`config.mk`:
```
export PLATFORM = sky130hd
export DESIGN_NAME = box_frustum_classifier
export DESIGN_NICKNAME = d
export VERILOG_FILES = /design/src/design/bfc_pkg.sv /design/src/design/bfc_plane_mem.sv /design/src/design/bfc_mac.sv /design/src/design/bfc_seq.sv /design/src/design/box_frustum_classifier.sv
export SDC_FILE = /design/constraint.sdc
export NUM_CORES = 2
export LEC_CHECK = 0
export BUFFER_PORTS_ARGS = -buffer_cell sky130_fd_sc_hd__buf_2
export CORE_ASPECT_RATIO = 0.75
export CORE_MARGIN = 8
export CORE_UTILIZATION = 45
export CTS_CLUSTER_DIAMETER = 120
export CTS_CLUSTER_SIZE = 16
export DETAILED_ROUTE_END_ITERATION = 16
export HOLD_SLACK_MARGIN = 0.05
export PLACE_DENSITY = 0.68
export SYNTH_ARGS = -nofsm -noshare
export SYNTH_HDL_FRONTEND = slang
export SYNTH_SLANG_ARGS = --single-unit
```
`constraint.sdc`:
```
create_clock -name clk -period 13.7 [get_ports clk]
set_input_delay 4.11 -clock clk [delete_from_list [all_inputs] [get_ports clk]]
set_output_delay 4.11 -clock clk [all_outputs]
set_load 0.005 [all_outputs]
```
`src/design/bfc_pkg.sv`:
```
// Shared types, constants and codes for the box frustum classifier.
`default_nettype none
package bfc_pkg;

  localparam int NUM_PLANES = 6;
  localparam int NUM_COEFS  = 4;
  localparam int PLANE_W    = (NUM_PLANES > 1) ? $clog2(NUM_PLANES) : 1;

  localparam int COEF_W  = 32;
  localparam int COORD_W = 24;
  localparam int PROD_W  = COEF_W + COORD_W;
  localparam int ACC_W   = PROD_W + 2;

  localparam int IDX_W     = 3;
  localparam int CIDX_W    = 2;
  localparam int VERDICT_W = 2;
  localparam int STEP_W    = 3;

  // Multiply steps per plane: A, B and C each against both corners.
  localparam logic [STEP_W-1:0] LAST_MUL_STEP = 3'd5;
  localparam logic [STEP_W-1:0] LAST_STEP     = 3'd6;

  localparam logic OP_LOAD = 1'b0;
  localparam logic OP_BOX  = 1'b1;

  localparam logic [CIDX_W-1:0] COEF_A = 2'd0;
  localparam logic [CIDX_W-1:0] COEF_B = 2'd1;
  localparam logic [CIDX_W-1:0] COEF_C = 2'd2;
  localparam logic [CIDX_W-1:0] COEF_D = 2'd3;

  localparam logic [VERDICT_W-1:0] VERDICT_INSIDE    = 2'd0;
  localparam logic [VERDICT_W-1:0] VERDICT_OUTSIDE   = 2'd1;
  localparam logic [VERDICT_W-1:0] VERDICT_INTERSECT = 2'd2;

  typedef logic signed [COORD_W-1:0] coord_t;
  typedef logic [NUM_COEFS-1:0][COEF_W-1:0] row_t;

  typedef enum logic [1:0] {
    S_IDLE,
    S_FETCH,
    S_MUL,
    S_TEST
  } state_t;

  typedef struct packed {
    logic              load_box;
    logic              init;
    logic              mul_en;
    logic              save;
    logic              acc;
    logic [CIDX_W-1:0] sel;
    logic              side;
  } mac_ctrl_t;

  typedef struct packed {
    logic hi_neg;
    logic lo_neg;
  } mac_stat_t;

endpackage
`default_nettype wire

```
`src/design/bfc_plane_mem.sv`:
```
// Plane coefficient store: one row of four coefficients per plane.
`default_nettype none
module bfc_plane_mem (
  input  wire logic                        clk,
  input  wire logic                        wr_en,
  input  wire logic [bfc_pkg::PLANE_W-1:0] wr_plane,
  input  wire logic [bfc_pkg::CIDX_W-1:0]  wr_coef,
  input  wire logic [bfc_pkg::COEF_W-1:0]  wr_data,
  input  wire logic                        rd_en,
  input  wire logic [bfc_pkg::PLANE_W-1:0] rd_plane,
  output bfc_pkg::row_t                    rd_row
);
  import bfc_pkg::*;

  row_t mem [NUM_PLANES];

  always_ff @(posedge clk) begin
    if (wr_en) begin
      mem[wr_plane][wr_coef] <= wr_data;
    end
  end

  always_ff @(posedge clk) begin
    if (rd_en) begin
      rd_row <= mem[rd_plane];
    end
  end

endmodule
`default_nettype wire

```
`src/design/bfc_mac.sv`:
```
// Shared multiplier with min/max accumulators for the plane value bounds.
`default_nettype none
module bfc_mac (
  input  wire logic               clk,
  input  wire bfc_pkg::mac_ctrl_t ctrl,
  input  wire bfc_pkg::coord_t    first_x,
  input  wire bfc_pkg::coord_t    first_y,
  input  wire bfc_pkg::coord_t    first_z,
  input  wire bfc_pkg::coord_t    second_x,
  input  wire bfc_pkg::coord_t    second_y,
  input  wire bfc_pkg::coord_t    second_z,
  input  wire bfc_pkg::row_t      row,
  output bfc_pkg::mac_stat_t      stat
);
  import bfc_pkg::*;

  coord_t lo_c [3];
  coord_t hi_c [3];

  logic signed [COEF_W-1:0] coef;
  logic signed [COEF_W-1:0] coef_d;
  coord_t                   coord;
  logic signed [PROD_W-1:0] prod;
  logic signed [PROD_W-1:0] prev;
  logic signed [PROD_W-1:0] big;
  logic signed [PROD_W-1:0] little;
  logic signed [ACC_W-1:0]  acc_hi;
  logic signed [ACC_W-1:0]  acc_lo;

  always_ff @(posedge clk) begin
    if (ctrl.load_box) begin
      lo_c[0] <= first_x;
      lo_c[1] <= first_y;
      lo_c[2] <= first_z;
      hi_c[0] <= second_x;
      hi_c[1] <= second_y;
      hi_c[2] <= second_z;
    end
  end

  always_comb begin
    coef   = $signed(row[ctrl.sel]);
    coef_d = $signed(row[COEF_D]);
    unique case (ctrl.sel)
      COEF_A:  coord = ctrl.side ? hi_c[0] : lo_c[0];
      COEF_B:  coord = ctrl.side ? hi_c[1] : lo_c[1];
      COEF_C:  coord = ctrl.side ? hi_c[2] : lo_c[2];
      default: coord = '0;
    endcase
  end

  // The plane value is separable per axis, so its largest and smallest value
  // over the eight corners are the sums of the per-axis larger and smaller terms.
  always_comb begin
    if (prev > prod) begin
      big    = prev;
      little = prod;
    end else begin
      big    = prod;
      little = prev;
    end
  end

  always_ff @(posedge clk) begin
    if (ctrl.mul_en) begin
      prod <= coef * coord;
    end
    if (ctrl.save) begin
      prev <= prod;
    end
    if (ctrl.init) begin
      acc_hi <= {{(ACC_W-COEF_W){coef_d[COEF_W-1]}}, coef_d};
      acc_lo <= {{(ACC_W-COEF_W){coef_d[COEF_W-1]}}, coef_d};
    end else if (ctrl.acc) begin
      acc_hi <= acc_hi + {{(ACC_W-PROD_W){big[PROD_W-1]}}, big};
      acc_lo <= acc_lo + {{(ACC_W-PROD_W){little[PROD_W-1]}}, little};
    end
  end

  assign stat.hi_neg = acc_hi[ACC_W-1];
  assign stat.lo_neg = acc_lo[ACC_W-1];

endmodule
`default_nettype wire

```
`src/design/bfc_seq.sv`:
```
// Sequencer: walks the planes and multiply steps and holds the verdict register.
`default_nettype none
module bfc_seq (
  input  wire logic                          clk,
  input  wire logic                          rst,
  input  wire logic                          s_tvalid,
  input  wire logic                          op,
  output logic                               s_tready,
  output logic                               rd_en,
  output logic [bfc_pkg::PLANE_W-1:0]        rd_plane,
  output bfc_pkg::mac_ctrl_t                 ctrl,
  input  wire bfc_pkg::mac_stat_t            stat,
  output logic                               m_tvalid,
  input  wire logic                          m_tready,
  output logic [bfc_pkg::VERDICT_W-1:0]      verdict
);
  import bfc_pkg::*;

  state_t               state, state_next;
  logic [PLANE_W-1:0]   plane, plane_next;
  logic [STEP_W-1:0]    step, step_next;
  logic                 any_out, any_out_next;
  logic                 any_split, any_split_next;
  logic                 m_valid_next;
  logic [VERDICT_W-1:0] verdict_next;

  always_ff @(posedge clk) begin
    if (rst) begin
      state <= S_IDLE;
    end else begin
      state <= state_next;
    end
  end

  always_ff @(posedge clk) begin
    if (rst) begin
      m_tvalid <= 1'b0;
    end else begin
      m_tvalid <= m_valid_next;
    end
    plane     <= plane_next;
    step      <= step_next;
    any_out   <= any_out_next;
    any_split <= any_split_next;
    verdict   <= verdict_next;
  end

  always_comb begin
    state_next     = state;
    plane_next     = plane;
    step_next      = step;
    any_out_next   = any_out;
    any_split_next = any_split;
    m_valid_next   = m_tvalid && !m_tready;
    verdict_next   = verdict;
    s_tready       = 1'b0;
    rd_en          = 1'b0;
    rd_plane       = plane;
    ctrl           = '0;
    ctrl.sel       = step[2:1];
    ctrl.side      = step[0];

    unique case (state)
      S_IDLE: begin
        s_tready = 1'b1;
        if (s_tvalid && op == OP_BOX) begin
          ctrl.load_box  = 1'b1;
          plane_next     = '0;
          any_out_next   = 1'b0;
          any_split_next = 1'b0;
          state_next     = S_FETCH;
        end
      end
      S_FETCH: begin
        rd_en      = 1'b1;
        step_next  = '0;
        state_next = S_MUL;
      end
      S_MUL: begin
        // The product register holds the product of the previous step: the first of each
        // pair of products is parked, the second is folded into the bounds.
        ctrl.init   = (step == '0);
        ctrl.mul_en = (step <= LAST_MUL_STEP);
        ctrl.save   = step[0];
        ctrl.acc    = !step[0] && (step != '0);
        if (step == LAST_STEP) begin
          state_next = S_TEST;
        end else begin
          step_next = step + 1'b1;
        end
      end
      S_TEST: begin
        if (stat.hi_neg) begin
          any_out_next = 1'b1;
        end else if (stat.lo_neg) begin
          any_split_next = 1'b1;
        end
        if (plane != PLANE_W'(NUM_PLANES - 1)) begin
          plane_next = plane + 1'b1;
          state_next = S_FETCH;
        end else if (!m_tvalid || m_tready) begin
          m_valid_next = 1'b1;
          if (any_out_next) begin
            verdict_next = VERDICT_OUTSIDE;
          end else if (any_split_next) begin
            verdict_next = VERDICT_INTERSECT;
          end else begin
            verdict_next = VERDICT_INSIDE;
          end
          state_next = S_IDLE;
        end
      end
      default: state_next = S_IDLE;
    endcase
  end

endmodule
`default_nettype wire

```
`src/design/box_frustum_classifier.sv`:
```
// Top level of the box frustum classifier.
`default_nettype none
// Classifies an axis-aligned box against six stored clipping planes. A load
// item (tuser 0) writes one plane coefficient; a box item (tuser 1) is swept
// plane by plane through one shared 32x24 multiplier that forms the six
// coefficient-coordinate products of a plane, keeping the largest and smallest
// plane value over the eight corners. Each plane passes through a row read,
// seven multiply and accumulate steps and a test. The verdict of a box is
// registered at the end of the last plane test, and the next item can be taken
// in the cycle in which that verdict is first presented on the output.
// If the previous verdict is still waiting on the output, the last plane
// test holds until that verdict is taken. The block takes no item while a
// box is being classified. All planes must be loaded before the first box.
module box_frustum_classifier (
  input  wire logic         clk,
  input  wire logic         rst,
  input  wire logic         s_tvalid,
  output logic              s_tready,
  // [2:0] plane_index, [4:3] coef_index, [36:5] coef_value, [60:37] first_x,
  // [84:61] first_y, [108:85] first_z, [132:109] second_x,
  // [156:133] second_y, [180:157] second_z, [183:181] zero
  input  wire logic [183:0] s_tdata,
  // [0] op
  input  wire logic [0:0]   s_tuser,
  output logic              m_tvalid,
  input  wire logic         m_tready,
  // [1:0] verdict, [7:2] zero
  output logic [7:0]        m_tdata
);
  import bfc_pkg::*;

  logic [IDX_W-1:0]     plane_index;
  logic [CIDX_W-1:0]    coef_index;
  logic [COEF_W-1:0]    coef_value;
  logic                 op;
  logic                 wr_en;
  logic                 rd_en;
  logic [PLANE_W-1:0]   rd_plane;
  row_t                 row;
  mac_ctrl_t            ctrl;
  mac_stat_t            stat;
  logic [VERDICT_W-1:0] verdict;

  assign op          = s_tuser[0];
  assign plane_index = s_tdata[2:0];
  assign coef_index  = s_tdata[4:3];
  assign coef_value  = s_tdata[36:5];

  assign wr_en = s_tvalid && s_tready && op == OP_LOAD
                 && int'(plane_index) < NUM_PLANES;

  bfc_plane_mem u_mem (
    .clk      (clk),
    .wr_en    (wr_en),
    .wr_plane (PLANE_W'(plane_index)),
    .wr_coef  (coef_index),
    .wr_data  (coef_value),
    .rd_en    (rd_en),
    .rd_plane (rd_plane),
    .rd_row   (row)
  );

  bfc_mac u_mac (
    .clk      (clk),
    .ctrl     (ctrl),
    .first_x  (s_tdata[60:37]),
    .first_y  (s_tdata[84:61]),
    .first_z  (s_tdata[108:85]),
    .second_x (s_tdata[132:109]),
    .second_y (s_tdata[156:133]),
    .second_z (s_tdata[180:157]),
    .row      (row),
    .stat     (stat)
  );

  bfc_seq u_seq (
    .clk      (clk),
    .rst      (rst),
    .s_tvalid (s_tvalid),
    .op       (op),
    .s_tready (s_tready),
    .rd_en    (rd_en),
    .rd_plane (rd_plane),
    .ctrl     (ctrl),
    .stat     (stat),
    .m_tvalid (m_tvalid),
    .m_tready (m_tready),
    .verdict  (verdict)
  );

  assign m_tdata = {6'b0, verdict};

  // A box item occupies the block: no further item is taken the next cycle.
  a_box_busy: assert property (@(posedge clk) disable iff (rst)
    s_tvalid && s_tready && op == OP_BOX |=> !s_tready)
    else $error("item accepted right after a box item");

  // A load item finishes in its own cycle.
  a_load_quick: assert property (@(posedge clk) disable iff (rst)
    s_tvalid && s_tready && op == OP_LOAD |=> s_tready)
    else $error("load item stalled the block");

  // A verdict only ever carries one of the three defined codes.
  a_verdict_code: assert property (@(posedge clk) disable iff (rst)
    m_tvalid |-> (verdict == VERDICT_INSIDE || verdict == VERDICT_OUTSIDE
                  || verdict == VERDICT_INTERSECT))
    else $error("undefined verdict code");

  // The control bits never ask the accumulator to load and add at once, nor park a product while adding.
  a_ctrl_excl: assert property (@(posedge clk) disable iff (rst)
    !(ctrl.init && ctrl.acc) && !(ctrl.save && ctrl.acc))
    else $error("conflicting accumulator controls");

endmodule
`default_nettype wire

```
## Word level (Yosys, flattened, before mapping)

Memories as Yosys holds them, arrays and structs flattened. A register that Yosys moved wholly into a read port is not among the register bits.
Index checks and enable logic that the tools add are counted.

| storage, ports and cells | value |
|---|---|
| word-level logic and storage cells | 107 |
| memories | 3 |
| output and inout bits | 10 |
| register bits after elaboration | 241 |
| memory bits (writable) | 912 |
| input bits | 189 |

Memory list:

| name | depth | bits a word | rd ports | clocked after Yosys merged registers in | write ports | RTL line | RTL |
|---|---|---|---|---|---|---|---|
| u_mem.mem | 6 | 128 | 1 | 1 | 1 | bfc_plane_mem.sv:15 | `row_t mem [NUM_PLANES];` |
| u_mac.hi_c | 3 | 24 | 3 | 0 | 3 | bfc_mac.sv:18 | `coord_t hi_c [3];` |
| u_mac.lo_c | 3 | 24 | 3 | 0 | 3 | bfc_mac.sv:17 | `coord_t lo_c [3];` |

| cells by class | value |
|---|---|
| multipliers | 1 |
| reductions and logical operators | 23 |
| mux-type cells | 45 |
| $add $sub $neg | 4 |
| bitwise operators | 2 |
| $lt $le $gt $ge | 6 |
| equality and inequality tests | 12 |

Operator list:

| operator | number |
|---|---|
| $mux 58 | 4 |
| $mux 128 | 1 |
| $add 58x58->58 | 2 |
| $mux 56 | 2 |
| $mux 24 | 3 |
| $pmux 24 s3 | 1 |
| $bmux 32 s2 | 1 |
| $demux 32 s2 | 1 |
| $mux 32 | 2 |
| $gt 56x56->1 | 1 |
| $mul 32x24->56 | 1 |
| $mux 1 | 16 |
| $pmux 3 s2 | 2 |
| $mux 2 | 5 |
| $mux 3 | 3 |
| $reduce_and 3->1 | 3 |
| $pmux 2 s4 | 1 |
| $logic_and 1x1->1 | 7 |
| $add 3x1->3 const B | 2 |
| $eq 2x2->1 const B | 3 |
| $lt 2x3->1 const B | 2 |
| $ne 2x1->1 const B | 3 |
| $reduce_bool 2->1 | 3 |
| $eq 2x1->1 const B | 2 |
| 16 further kinds | 22 |

## Depth between registers and ports, before layout

| depth | value |
|---|---|
| depth in word-level cells | 7 |
| mapped depth | 36 |
| mapped depth without buffers | 32 |

## Cells and area by module

From an unflattened synthesis, not the netlist that was laid out.

| second synthesis, totals | value |
|---|---|
| cells, all modules | 6825 |
| area total of the unflattened synthesis | 84019.3 sq um |

Modules (own cells, without submodules):

| module | cells an instance | sequential area each (sq um) | times used | area each (sq um) |
|---|---|---|---|---|
| bfc_mac | 5084 | 11170.7 | 1 | 49160.9 |
| bfc_plane_mem | 1659 | 26905.8 | 1 | 34021.4 |
| bfc_seq | 73 | 360.3 | 1 | 772.0 |
| box_frustum_classifier | 9 | 0.0 | 1 | 65.1 |

## Worst setup path after synthesis

Ideal clock, no wire load.

| path | value |
|---|---|
| kind | reg2reg |
| start point | register u_seq.step[0] |
| end point | register u_mac.acc_hi[0] (enable) |
| data arrival time | 9.076 ns |
| stages on the path, launching flop included | 5 |
| slack | 3.873 ns |
| setup time | 0.751 ns |
| period minus slack after synthesis | 9.827 ns |
| path buffers | 3 |
| data required time | 12.949 ns |
| cell sequence | edfxtp_1 clkbuf_1 clkbuf_1 clkbuf_1 o21ai_0 |

| between the ends | value |
|---|---|
| longest elaborated chain between the ends | 4 |
| elaborated cells between the ends (all ways) | 6 |
| classes of those cells | mux: 1; reduce/logical: 5 |

RTL lines:

| element | RTL line | RTL |
|---|---|---|
| start, declared | bfc_seq.sv:21 | `logic [STEP_W-1:0] step, step_next;` |
| start signal, assigned | bfc_seq.sv:42 | `step <= step_next;` |
| $reduce_bool 3->1 / $logic_not 1->1 (equally long branches) | bfc_seq.sv:85 | `ctrl.acc = !step[0] && (step != '0);` |
| $logic_and 1x1->1 | bfc_seq.sv:85 |  |
| $mux 4 (*) | bfc_seq.sv:63 | `unique case (state)` |
| $reduce_bool 2->1 (no source line) (*) | -- |  |
| end signal, assigned | bfc_mac.sv:72 | `acc_hi <= {{(ACC_W-COEF_W){coef_d[COEF_W-1]}}, coef_d};` |
| end signal, assigned | bfc_mac.sv:75 | `acc_hi <= acc_hi + {{(ACC_W-PROD_W){big[PROD_W-1]}}, big};` |
| end, declared | bfc_mac.sv:27 | `logic signed [ACC_W-1:0] acc_hi;` |

Mark *: on every way between the ends. The rest lies on a longest branch, timed or not.
A chain may end at the register's enable or synchronous reset.

## Final worst setup path

| path | value |
|---|---|
| start point | register u_seq.step[1] |
| end point | register u_mac.prod[52] (data pin) |

| between the ends | value |
|---|---|
| longest elaborated chain between the ends | 3 |
| elaborated cells between the ends (all ways) | 7 |
| classes of those cells | mul: 1; eq/ne: 2; mux: 3; reduce/logical: 1 |

RTL lines:

| element | RTL line | RTL |
|---|---|---|
| $eq 2x2->1, or another cell as far along | bfc_mac.sv:44 | `unique case (ctrl.sel)` |
| $pmux 24 s3 / $mux 32 (equally long branches) | bfc_mac.sv:44, bfc_mac.sv:42 |  |
| $mul 32x24->56 (*) | bfc_mac.sv:66 | `prod <= coef * coord;` |
| end signal, assigned | bfc_mac.sv:66 |  |
| end, declared | bfc_mac.sv:23 | `logic signed [PROD_W-1:0] prod;` |

Mark *: on every way between the ends. The rest lies on a longest branch, timed or not. The select of a mux whose other input is x is not followed.

==> flow_summary.ini <==
[outcome]
status = finished, final reports clean

[clocking]
cts_tree = built
clock_insertion_delay_worst_skew_ns = 0.72
cts_max_path_buffers = 3
cts_buffers = 90
clock-sinks = 1281
ctsHoldBuffers = 0
clockRootBuffer = clkbuf_16
htree_levels = 3
post-cts-setup-buffers = 0
ctsResizeCount = 0
path_clk_slew_ns = 0.08

[hold_path]
hp-class = reg2reg
worstHoldStart = u_mac.prod[49]

[grt]
grt_pass1_wl_um = 332000
antenna_found_initial = 14
grt_pass1_vias = 53300
grt_max_degree = 131
grt_use_total = 0.222
grt_overflow = 0

[setup_path]
cp_slowest_stage_delay_ns = 0.91
arrival_ns = 10.48
cp-startpoint = u_seq.step[1]
path_common_cell = fa_1
critPathRequiredTime_ns = 14.17
rr_startpoint = u_seq.step[1]
worst-path-max-fanout = 81
endpoint_kind = flop
start_kind = flop
cp_slowest_cell = o22ai_2
crit_type = reg2reg

[detailed_routing]
postRouteAntennaNets = 0
wire_per_inst_um = 23.9
via_count = 52100
firstDrtPassIters = 6
drc_errors = 0
drtIter0Drc = 5262
drt_wl_total_um = 219000
routed_via_density = 5.69

[timing]
fin_skew_ns = 0.0361
setup_viol = 0
slew_headroom = 0.188
setup-tns-final_ns = 0
fmax_ghz = 0.0999
slew_viol_final = 0
period_minus_slack_ns = 10.01
worst_pin_slew_ns = 1.21
rsz0062_at_grt = no
finalHoldViolCount = 0
fin_crit_sh = 0.730
fin_ws_ns = 3.69

[synth]
synth_edf_count = 1278
yosysUniqueCellTypes = 75
async_flop_share = 0
synth_seq_cells = 1281
postSynthAreaPerCell_um2 = 12.4
ys.flop_type = edfxtp_1
syn_inst = 6631
syn_area_mm2 = 0.0822
seq_area_frac_synth = 0.467
ys.warnings.count = 0

[cells_and_area]
area_delta_synth_final_pct = 7.99
final_nets = 8011
design_area_mm2 = 0.0888
n_fill_cell = 15800
drive_gt1_frac = 0.107

[floorplanning]
initial_utilization = 0.451
rows = 136
dieArea_mm2 = 0.197
fp.coreArea_mm2 = 0.182
fp.dieW_um = 510
die_h_um = 386
io_pins = 199

[place]
port-buffer-count = 189
place_area_mm2 = 0.0863
place_hpwl_um = 157000
place_ws_ns = 3.83
gp_congestion = 0.948

[job]
max-cap-violations = 0
==> cell usage in the layout (no fill, tap or decap), drive strengths merged, types with 10 or more instances in the layout <==
cell       n
a211oi    17
a21boi    10
a21o      78
a21oi    345
a221o     20
a221oi    15
a31oi     21
and2      36
and3      10
buf      291
clkbuf   105
edfxtp  1278
fa       785
ha       329
inv      878
mux2     113
mux2i    168
mux4     128
nand2    593
nand2b    38
nand3     40
nand4     43
nor2     632
nor2b     15
nor3      22
o211ai    11
o21a      48
o21ai    295
o21bai    23
o22a      20
o22ai     23
o31ai     13
xnor2    105
xor2      63
==> worst max-delay path: cells and delay by family, from the launching register on <==
| family | cells | cell delay [ns] |
|---|---|---|
| xor gates and xnor gates | 1 | 0.15 |
| DFF | 1 | 0.36 |
| adders and majority gates | 8 | 3.93 |
| AOI/OAI and AO/OA | 9 | 2.72 |
| buffers and inverters | 7 | 1.56 |
| and+or+nand+nor | 4 | 0.97 |
==> cells in the mapped netlist, types with 78 or more instances <==
master	count	area, µm²
edfxtp_1	1278	38400
inv_1	878	3300
fa_1	785	15700
nor2_1	632	2370
nand2_1	593	2230
a21oi_1	343	1720
ha_1	329	4120
o21ai_0	274	1370
clkbuf_1	264	991
mux2i_1	168	1680
mux4_2	128	2880
mux2_2	113	1270
xnor2_1	105	920
a21o_1	78	586
==> cells by family after synthesis <==
logic type / Yosys count / share of synthesized area
adders and majority gates: 1114 / 0.241
and+or+nand+nor: 1469 / 0.0740
AOI/OAI and AO/OA: 999 / 0.0736
buffers and inverters: 1190 / 0.0548
xor gates and xnor gates: 168 / 0.0179
muxes: 409 / 0.0710
DFF: 1281 / 0.467
other: 1 / 0.0000456
==> layer usage <==
metal / vias up / part of all wire / global-route usage
met3: 340 / 0.11 / 0.0582
met1: 26500 / 0.45 / 0.333
met2: 2462 / 0.42 / 0.322
met4: 12 / 0.025 / 0.0520
met5: - / 0.00037 / 0
li1: 22800 / - / -
==> flip-flops by register name, summed over array words and instances (netlist names) <==
signal and flops:
u_seq.any_split 1, u_mac.acc_lo 58, u_mac.acc_hi 58, u_mac.prev 56
u_mem.rd_row 128, u_seq.step 3, u_seq.rd_plane 3, u_seq.verdict 2
u_seq.state 2, u_seq.m_tvalid 1, u_seq.any_out 1, u_mac.prod 56
u_mac.lo_c 72, u_mac.hi_c 72, u_mem.mem 768
==> layout make-up <==
cell class	instances	area [µm²]	share of cell area
Multi-Input combinational cell	4165	39800	0.448
Clock inverter	8	173	0.00194
Inverter	879	3300	0.0372
Timing Repair Buffer	291	1750	0.0197
Sequential cell	1281	38400	0.433
Tap cell	2415	3020	0.0340
Antenna cell	5	12.5	0.000141
Clock buffer	105	2330	0.0262
==> metrics by stage <==
| stage | hold WS (ns) | utilization | std cells |
|---|---|---|---|
| CTS | 0.479 | 0.487 | 9144 |
| detailed placement | 0.469 | 0.473 | 9031 |
| floorplan | 0.444 | - | 6636 |
| finish | 0.477 | 0.487 | 9149 |
| global placement | 0.461 | 0.473 | 9031 |
| global route | 0.498 | 0.487 | 9144 |
==> final timing paths <==
kind              slack [ns]  cells after the start              to
setup / recovery        3.69                     29  u_mac.prod[52]
hold / removal          0.48                      0  u_mac.prev[49]
setup reg to reg        3.69                     29  u_mac.prod[52]
hold reg to reg         0.48                      0  u_mac.prev[49]
Power is left out: the tool's default activity adds up to more than one toggle a clock period on the data nets, which glitch-free logic cannot reach.
